==> config.mk <==
export PLATFORM = sky130hd
export DESIGN_NAME = cwq_ram
export DESIGN_NICKNAME = d
export VERILOG_FILES = /design/src/sv/cwq_ram.sv
export SDC_FILE = /design/constraint.sdc
export NUM_CORES = 2
export LEC_CHECK = 0
export BUFFER_PORTS_ARGS = -buffer_cell sky130_fd_sc_hd__buf_4
export CORE_UTILIZATION = 50
export CTS_BUF_LIST = sky130_fd_sc_hd__clkbuf_8
export CTS_CLUSTER_SIZE = 28
export DETAILED_ROUTE_END_ITERATION = 8
export HOLD_SLACK_MARGIN = 0.03
export PLACE_DENSITY = 0.72
export SLEW_MARGIN = 20
export SYNTH_ARGS = -nofsm -noshare
export SYNTH_HDL_FRONTEND = slang
export SYNTH_SLANG_ARGS = --single-unit
export TNS_END_PERCENT = 10
==> constraint.sdc <==
create_clock -name clk -period 2.33 [get_ports clk]
set_clock_uncertainty 0.1 [all_clocks]
set_input_delay 0.1165 -clock clk [delete_from_list [all_inputs] [get_ports clk]]
set_output_delay 0.1165 -clock clk [all_outputs]
set_load 0.03 [all_outputs]
==> src/sv/cwq_ram.sv <==
// ----------------------------------------------------------------------------
// cwq_ram
// Generic single-write, single-read memory with registered read data.
// ----------------------------------------------------------------------------
module cwq_ram #(
  parameter int WIDTH = 8,
  parameter int DEPTH = 256
) (
  input  logic                                   clk,
  input  logic                                   wr_en,
  input  logic [((DEPTH > 1) ? $clog2(DEPTH) : 1)-1:0] wr_addr,
  input  logic [WIDTH-1:0]                       wr_data,
  input  logic                                   rd_en,
  input  logic [((DEPTH > 1) ? $clog2(DEPTH) : 1)-1:0] rd_addr,
  output logic [WIDTH-1:0]                       rd_data
);

  logic [WIDTH-1:0] mem [DEPTH];

  // write port
  always_ff @(posedge clk) begin
    if (wr_en) begin
      mem[wr_addr] <= wr_data;
    end
  end

  // registered read port, old data on a same-address collision
  always_ff @(posedge clk) begin
    if (rd_en) begin
      rd_data <= mem[rd_addr];
    end
  end

endmodule

== After elaboration in Yosys (flattened, before gate mapping) ==
Memories as Yosys holds them, arrays and structs flattened. A register that Yosys moved wholly into a read port is not among the register bits.
Cells that the tools add are included.

* Register bits: 0
* Bits in writable memories: 2,048
* Input port bits: 27
* Output and inout bits: 8
* Word-level logic and storage cells: 3
* Memories kept: 1

{| class="wikitable"
|+ Memory list
! name !! depth !! width !! rd ports !! clocked after memory_dff !! wr ports !! line !! source
|-
| mem || 256 || 8 || 1 || 1 || 1 || 18 || <nowiki>logic [WIDTH-1:0] mem [DEPTH];</nowiki>
|}

* Mux-type cells: 2

{| class="wikitable"
|+ Operators by type and width
! cell !! number
|-
| $mux W1 || 2
|}

== Logic depth before layout (Yosys ltp) ==
* Depth in word-level cells: 2
* Mapped depth: 11
* Mapped depth without buffers: 6

== Least setup slack after synthesis ==
No wires, ideal clock.

* Path kind: in2reg
* Start: input port rd_addr[0] (netlist bit)
* End: register rd_data[2] (read register of mem), data pin
* Library setup time: 269 ps
* Arrival: 1,924 ps
* Required time: 1,961 ps
* Slack: 37 ps
* Stages on the path: 9
* Buffers on the path: 4
* Path through: buf_6 buf_12 buf_8 buf_2 mux4_2 a22oi_1 a21oi_1 nor4_1 nor4_2

{| class="wikitable"
|+ RTL lines
! element !! line !! source
|-
| start, declared || 14 || <nowiki>input logic [((DEPTH > 1) ? $clog2(DEPTH) : 1)-1:0] rd_addr,</nowiki>
|-
| end, declared || 15 || <nowiki>output logic [WIDTH-1:0] rd_data</nowiki>
|}

==> qor.txt <==
final setup violation count: 7
worst setup path start: mem[83][0]$_DFFE_PP_
Yosys cell types: 54
Max Root-Sink Buffers: 4
Tot GR Track Use: 0.249
slew of the pin with the lowest slew margin: 1.04 ns
via count: 42500
Peak VDD IR: 0.000612 V
#FFs+latches synth: 2056
HP Class: primary input to flop
most common cell after layout, fill and taps aside: edfxtp_1
cell taking the most area after synthesis: edfxtp_1
setup bufs post-CTS: 0
Vias per Instance: 6.17
Area Growth Syn to Fin: 17.8%
largest net degree at the start of global routing: 115
fraction of layout cells with a size suffix above 1: 0.336
Routed WL: 199 mm
Syn Inst Count: 3733
gr ovfl total: 0
post-synthesis sequential area ratio: 0.775
DP Area: 0.0875 mm^2
max-slew violations: 0
post-route ant nets: 0
Die H: 401 um
die area: 0.161 mm^2
Initial Utilization: 0.503
row cnt: 146
initial antenna violation count: 7
fin crit share: 1.05
clock slew at reported path FFs: 0.06 ns
status: finished, violations left
post-synth top area share: 0.775
asr flop ratio synth: 0
Syn Nets: 3760
nets: 4614
IO Port Bufs: 34
IO Pins: 35
CTS tree: built
post-DP HPWL: 128 mm
Post-Syn Area: 0.0796 mm^2
Final Critical Period: 2.45 ns
final worst setup slack: -0.121 ns
critical-path maximum fanout: 1
DRT Pass-1 Iters: 6
reg-to-reg startpoint: mem[83][0]$_DFFE_PP_
first-pass GRT wire length: 291 mm
CP Data Required Time: 3.03 ns
clk root buf: clkbuf_8
Avg Cell Area, Syn: 21.3 um^2
Clock Sinks: 2056
die width: 401 um
MaxCap Viol Count: 0
fmax: 408 MHz
HP Start: wr_data[4]
DRC Markers: 0
setup TNS: -0.610 ns
synth top area cells: edfxtp_1, mux4_2, mux2i_1
RSZ-0062 raised after global routing: yes
TritonCTS Buffers: 324
Initial DRC Count: 5694
GPL Wtd Cong: 0.863
Pwr Density: 773 mW/mm^2
Slew headroom: 0.304
startpoint type of the worst setup path: flop
worst setup path class: flop to flop
CP endpoint kind: flop
most frequent cells in the layout: edfxtp_1, buf_4, mux4_2, clkbuf_8, nor2_1
endpoints failing hold: 0
yosys warns: 0
leakage: 30.9 nW
WL per Instance: 28.9 um
CTS H-tree lvls: 5
commonest register cell after synthesis: edfxtp_1
Critical Path AT: 3.15 ns
Clock Latency Late Sink: 1.05 ns
vias in the first global route: 42900
failing checks: negative setup slack
final instance area: 0.0938 mm^2
core footprint: 0.158 mm^2
Post-synth EDFFs: 2056
## cells by family (layout without fill, tap and decap cells)
group / after synthesis / after routing / share of synthesized area
AOI/OAI and AO/OA: 385 / 385 / 0.0342
other: 0 / 2 / 0
muxes: 591 / 591 / 0.146
and+or+nand+nor: 466 / 466 / 0.0263
buffers and inverters: 235 / 1314 / 0.0183
DFF: 2056 / 2056 / 0.775
## report_power, final
group | total, mW | leakage (nW) | internal, mW | switching [mW]
logic | 4.47 | 9.12 | 1.85 | 2.62
clock network | 27.2 | 3.25 | 13.7 | 13.5
registers | 40.9 | 18.5 | 40.8 | 0.0746
total | 72.5 | 30.9 | 56.4 | 16.2
## worst max-delay path: stages (launching register included)
cell      delay [ns]
edfxtp_1        0.38
mux4_2          0.52
mux4_2          0.50
nor2b_4         0.16
nor4_4          0.33
buf_4           0.22
nor4_2          0.04
## worst paths after layout
kind	to	slack [ns]	cells after the start
hold reg to reg	rd_data[0]$_DFFE_PP_	1.08	6
setup reg to reg	rd_data[0]$_DFFE_PP_	-0.12	6
hold / removal	mem[202][4]$_DFFE_PP_	0.14	3
setup / recovery	rd_data[0]$_DFFE_PP_	-0.12	6
## cell type report
| class | count | area, um^2 |
|---|---|---|
| diodes | 2 | 5.00 |
| repair buffers | 761 | 7000 |
| multi-input cells | 1442 | 16900 |
| clock buffers | 329 | 4530 |
| clock inverters | 222 | 1060 |
| fillers | 11100 | 64400 |
| flip-flops and latches | 2056 | 61700 |
| inverters | 2 | 7.51 |
| well taps | 2072 | 2590 |
## sequential cells by signal, summed over array words and instances (netlist names)
register and flops:
rd_data 8, mem 2048
## metrics by stage
stage | setup slack, ns | hold slack (ns) | power [mW] | std cells | util
3_5_place_dp | -1.20 | 0.391 | 45.9 | 6297 | 0.553
5_1_grt | -0.134 | 0.110 | 74.6 | 6886 | 0.593
3_3_place_gp | -1.23 | 0.391 | 45.8 | 6297 | 0.553
2_1_floorplan | 0.0374 | 0.115 | 43.6 | 3733 | -
6_report | -0.121 | 0.138 | 72.5 | 6886 | 0.593
4_1_cts | -0.150 | 0.0585 | 72.9 | 6884 | 0.592
## routing by layer
metal  up-vias  track usage  part of all wire
met1     22000        0.350              0.38
met3       432       0.0508              0.11
met5         -            0           0.00030
met4         8        0.108             0.045
li1      17400            -                 -
met2      2651        0.382              0.47
## Yosys cell counts, types with 13 or more instances
cell type / instances
buf_4: 27
clkbuf_1: 111
nor2_1: 282
nand3_1: 34
mux2i_1: 134
nand2_1: 33
nor2b_1: 31
a21oi_1: 96
o22ai_1: 28
buf_8: 13
buf_2: 31
buf_6: 21
nor3_1: 22
buf_1: 22
a211oi_1: 16
mux4_2: 454
a221oi_1: 13
nor4_1: 24
edfxtp_1: 2056
o221ai_1: 46
a22oi_1: 133
## repair_timing
item                                   in CTS  in global routing
hold buffers                               37                  0
pin swaps                                  16                 16
setup endpoints to repair                   8                  8
gates resized for setup                    34                 30
endpoints found under the hold margin    4074                  0
No activity file was read; power rests on OpenSTA's default activity.
