### src/sv/cwq_pkg.sv
// ----------------------------------------------------------------------------
// cwq_pkg
// Shared types and constants for the column-wise quality run-length coder.
// ----------------------------------------------------------------------------
package cwq_pkg;

  // sizes
  localparam int COLUMNS    = 256;
  localparam int COL_BITS   = 8;
  localparam int ADDR_W     = (COLUMNS > 1) ? $clog2(COLUMNS) : 1;
  localparam int SYM_BITS   = 8;
  localparam int COUNT_BITS = 32;
  localparam int RUN_BITS   = 32;

  // symbol constants
  localparam logic [SYM_BITS-1:0]   SPACE_SYMBOL  = 8'd32;
  localparam logic [SYM_BITS-1:0]   SYMBOL_OFFSET = 8'd26;
  localparam logic [COUNT_BITS-1:0] COUNT_MAX     = '1;
  localparam logic [COUNT_BITS-1:0] COUNT_ONE     = COUNT_BITS'(1);

  // item kinds carried on in_tuser
  localparam logic CMD_SYMBOL = 1'b0;
  localparam logic CMD_FLUSH  = 1'b1;

  // one column entry as kept in the run memory
  typedef struct packed {
    logic                  sat;
    logic [COUNT_BITS-1:0] count;
    logic [SYM_BITS-1:0]   symbol;
  } entry_t;

  localparam int ENTRY_W = $bits(entry_t);

  // decision of the update stage
  typedef struct packed {
    logic wr_en;
    logic set_loaded;
    logic clr_loaded;
    logic emit;
    logic eoc;
  } upd_ctl_t;

endpackage

### src/sv/cwq_update.sv
// ----------------------------------------------------------------------------
// cwq_update
// Run decision for one word: load, extend, emit-and-restart or flush.
// ----------------------------------------------------------------------------
module cwq_update (
  input  logic                         cmd,
  input  logic [cwq_pkg::SYM_BITS-1:0] symbol,
  input  logic                         matched,
  input  logic                         loaded,
  input  logic                         exact_mode,
  input  cwq_pkg::entry_t              cur,
  output cwq_pkg::entry_t              nxt,
  output cwq_pkg::upd_ctl_t            ctl,
  output logic [cwq_pkg::RUN_BITS-1:0] run_length,
  output logic [cwq_pkg::SYM_BITS-1:0] run_symbol,
  output logic                         run_sat
);
  import cwq_pkg::*;

  logic                  new_space;
  logic                  old_space;
  logic                  extend;
  logic [COUNT_BITS-1:0] cnt_inc;
  entry_t                fresh;

  // run extension rules
  assign new_space = (symbol == SPACE_SYMBOL);
  assign old_space = (cur.symbol == SPACE_SYMBOL);
  assign extend    = (new_space && old_space)
                   || (!new_space && (symbol == cur.symbol))
                   || (!new_space && !old_space && !exact_mode && matched);

  // saturating count
  assign cnt_inc = (cur.count == COUNT_MAX) ? cur.count : cur.count + COUNT_ONE;

  // entry that starts a new run
  assign fresh.symbol = symbol;
  assign fresh.count  = COUNT_ONE;
  assign fresh.sat    = (COUNT_ONE == COUNT_MAX);

  // emitted fields come from the stored run
  assign run_length = RUN_BITS'(cur.count);
  assign run_symbol = cur.symbol + SYMBOL_OFFSET;
  assign run_sat    = cur.sat;

  always_comb begin
    ctl = '0;
    nxt = cur;
    priority if (cmd == CMD_FLUSH) begin
      ctl.clr_loaded = loaded;
      ctl.emit       = loaded;
      ctl.eoc        = 1'b1;
    end else if (!loaded) begin
      ctl.wr_en      = 1'b1;
      ctl.set_loaded = 1'b1;
      nxt            = fresh;
    end else if (extend) begin
      ctl.wr_en = 1'b1;
      nxt.count = cnt_inc;
      nxt.sat   = cur.sat || (cnt_inc == COUNT_MAX);
    end else begin
      ctl.wr_en = 1'b1;
      ctl.emit  = 1'b1;
      nxt       = fresh;
    end
  end

endmodule

### config.mk
export PLATFORM = sky130hd
export DESIGN_NAME = cwq_update
export DESIGN_NICKNAME = d
export VERILOG_FILES = /design/src/sv/cwq_pkg.sv /design/src/sv/cwq_update.sv
export SDC_FILE = /design/constraint.sdc
export NUM_CORES = 1
export LEC_CHECK = 0
export ABC_AREA = 0
export BUFFER_PORTS_ARGS = -buffer_cell sky130_fd_sc_hd__buf_2
export CAP_MARGIN = 20
export CORE_MARGIN = 2
export CORE_UTILIZATION = 41
export DETAILED_ROUTE_END_ITERATION = 8
export MAX_ROUTING_LAYER = met4
export PLACE_DENSITY = 0.86
export SYNTH_ARGS = -nofsm -noshare
export SYNTH_HDL_FRONTEND = slang
export SYNTH_SLANG_ARGS = --single-unit
### constraint.sdc
create_clock -name vclk -period 2.95
set_clock_uncertainty 0.15 [all_clocks]
set_input_delay 0.59 -clock vclk [all_inputs]
set_output_delay 0.59 -clock vclk [all_outputs]
set_load 0.005 [all_outputs]
After elaboration in Yosys (flattened, before gate mapping):

Cells that the tools add are included.

* equality and inequality tests: 5
* muxes and demuxes: 12
* reductions and logical operators: 11
* add/subtract/negate cells: 2

Operators with widths (count)
* two-way mux 41 bit: 2
* equality test 32 bit (second input constant): 2
* two-way mux 33 bit: 1
* adder 32 x 1 -> 32 bit (second input constant): 1
* two-way mux 32 bit: 1
* equality test 8 x 6 -> 1 bit (second input constant): 2
* adder 8 x 5 -> 8 bit (second input constant): 1
* equality test 8 bit: 1
* two-way mux 8 bit: 1
* two-way mux 1 bit: 6
* logical AND 1 bit: 5
* logical NOT 1 bit: 3
* logical OR 1 bit: 3
* two-way mux 2 bit: 1

* output and inout port bits: 87
* logic and storage cells: 30
* input bits: 53
* register bits: 0

Depth between registers and ports, before layout:

* depth in word-level cells: 9
* gate-level depth with buffers: 10
* mapped depth without buffers: 8

Worst setup path before layout:

OpenSTA, ideal clock, no wires.

* kind: in2out
* start: in cur[32] (netlist name)
* end: out nxt[40] (netlist name)
* path buffers: 2
* stages: 9
* data required time: 2.210 ns
* path slack: -0.281 ns
* arrival time: 2.491 ns
* cells stage by stage: buf_2 > nand4_1 > or2_1 > or4_1 > buf_2 > and3_4 > o21ai_0 > nand4_1 > o32ai_2

RTL lines
* from (decl): RTL line cwq_update.sv:11 `input cwq_pkg::entry_t cur,`
* to (decl): RTL line cwq_update.sv:12 `output cwq_pkg::entry_t nxt,`

==> reports/qor.txt <==
crit path DAT - 2.94 ns
synthesized instance count - 342
Seq Cell Count - 0
Final Cycle Share - 1.249
failing checks - setup timing
Row Count - 26
cell area after synthesis - 2188 um2
layout cells sized above 1 - 0.6908
Hold Path Depth - 2
Slew HR - 0.5858
Sequential Area - 0 um2
Critical Path Source - cur[28]
CP Depth - 9
pwr/cell area - 131.4 nW/um2
first-pass GRT wire length - 21.14 mm
GR Util met1 - 0.4898
gr ovfl total - 0
slowest stage delay, CP - 0.55 ns
initial cell density of the core - 0.4258
met3 GRT Util - 0.08706
Setup Crit Path Kind - in -> out
via count of the routed design - 4710
Yosys top cell area share - 0.1269
die height - 77.06 um
DRT antenna net count - 0
crit end category - output port
core area - 5140 um2
GPL Wtd Cong - 1.026
most frequent cell after synthesis - o21ai_0
dpl cells - 602
full die area - 5937 um2
CP max FO - 5
Req. time, crit path - 2.21 ns
post-synthesis cell type count - 55
hold crit path type - in -> out
Synthesis Warnings - 0
fin cells - 636
met2 Usage GRT - 0.7465
syn nets - 397
post-synth top area cell - buf_4
Worst Setup Start Kind - input port
endpoints failing hold - 0
global routing's busiest layer - met2
CP cell instances - buf_2, nand4_1, or4_4, o31ai_2, xor2_1, a21oi_4, nand4_1, o32ai_2, buf_2
vias in the first global route - 4218
I/O pins - 140
Vias/cell - 7.406
Final Setup Violations - 41
crit path buf inv count - 2
Post-synth top cells - o21ai_0 (39), buf_4 (37), nand2_1 (31), o31ai_1 (18), xnor2_1 (18)
die width - 77.06 um
worst slew pin tran - 0.6176 ns
Post-Route Setup TNS - -17.86 ns
largest net degree at the start of global routing - 32
DRT Pass-1 Iters - 7
port buffer count - 140
slowest cell on the critical path - or4_4
crit path to - nxt[40]
hpwl dp - 7.979 mm
hold_buf cts - 0
Pins Over Slew Limit - 0
fin crit period - 3.683 ns
initial antenna violation count - 0
Total Routing Usage GR - 0.4502
crit-path leading delay family - compound AO/OA/AOI/OAI gates
Area Overhead vs Synth - 110.9%
DRT iter0 DRCs - 900
clock buffer count - 0
Max Clk Rate - 0.2715 GHz
synth top area cells - buf_4 (13%), o21ai_0 (8.9%), xnor2_1 (7.2%)
RSZ-0062 raised after global routing - yes
part of the Yosys area used for sequential elements - 0
Peak VDD IR - 0.1166 mV
outcome - complete, but fails checks
Max-Cap Viols - 0
final worst slack - -0.7335 ns
leak pwr - 2.120 nW
Syn Area/Cell - 6.399 um2
drt drc - 0
final wirelength - 17.79 mm
DR WL/cell - 27.97 um
nets - 623
Antenna Cells - 0
logic make-up after synthesis:
family	share of synthesized area
AOI/OAI and AO/OA	0.2990
xor gates and xnor gates	0.08405
adders and majority gates	0.01143
and+or+nand+nor	0.3728
buffers and inverters	0.1852
muxes	0.04746
layout make-up:
| cell class | count | area [um2] |
|---|---|---|
| Inverter | 9 | 33.78 |
| Fill cell | 228 | 525.5 |
| Timing Repair Buffer | 283 | 2117 |
| Multi-Input combinational cell | 274 | 2376 |
| Tap cell | 70 | 87.58 |
per-layer routing:
layer  vias up  share of wire
li1       1715              -
met2       672           0.40
met1      1999           0.30
met5         -              0
met4         0           0.14
met3       324           0.15
cell usage in the layout, fill, tap and decap left out, types with 3 or more instances in the layout:
cell,n
nand2_4,3
buf_8,10
nand3_1,10
and3_4,4
a31oi_1,5
a21oi_1,4
nor2_4,3
nor3_1,3
nand3_2,4
nor2_1,11
or4_4,3
inv_1,7
nor3_4,3
o31ai_2,6
buf_6,46
and4_4,3
nor4_2,3
buf_4,119
or3_4,5
and2_4,3
and3_1,6
mux2_4,7
xnor2_1,15
nand4_1,16
buf_2,107
o21ai_1,21
nand2_2,3
nor3_2,3
nor4_1,5
o31ai_1,11
a21oi_2,7
o21ai_0,6
nand2_1,25
o21ai_2,12
nand3_4,4
power by group:
part           internal, W  switching [W]  leakage (nW)
Sequential               0              0             0
Clock                    0              0             0
Combinational     0.000288       0.000319          2.12
worst min-delay path by stage:
stage                                 to    start  slack [ns]
after floorplan                   ctl[3]   loaded        1.06
after global placement           run_sat  cur[40]        1.21
after detailed placement         run_sat  cur[40]        1.22
after CTS                 run_length[18]  cur[26]        1.21
after global routing       run_length[7]  cur[15]        1.22
final                      run_length[7]  cur[15]        1.21
metrics by stage:
stage               hold slack (ns)    util  cell area, um2  setup slack (ns)  power [W]
finish                        1.209  0.8978            4614           -0.7335  0.0006066
global route                  1.222  0.8978            4614           -0.7713  0.0006182
CTS                           1.206  0.8357            4295           -0.2746  0.0004897
detailed placement            1.219  0.6711            3450           -0.4933  0.0003953
global placement              1.212  0.6711            3450           -0.4041  0.0003832
floorplan                     1.061       -            2263           -0.2407  0.0001948
what timing repair did:
item	in CTS	in global routing
buffers inserted	28	14
pin swaps	62	47
endpoints found under the setup margin	41	41
resized for setup	175	66
Power figures use the tool's default switching activity.
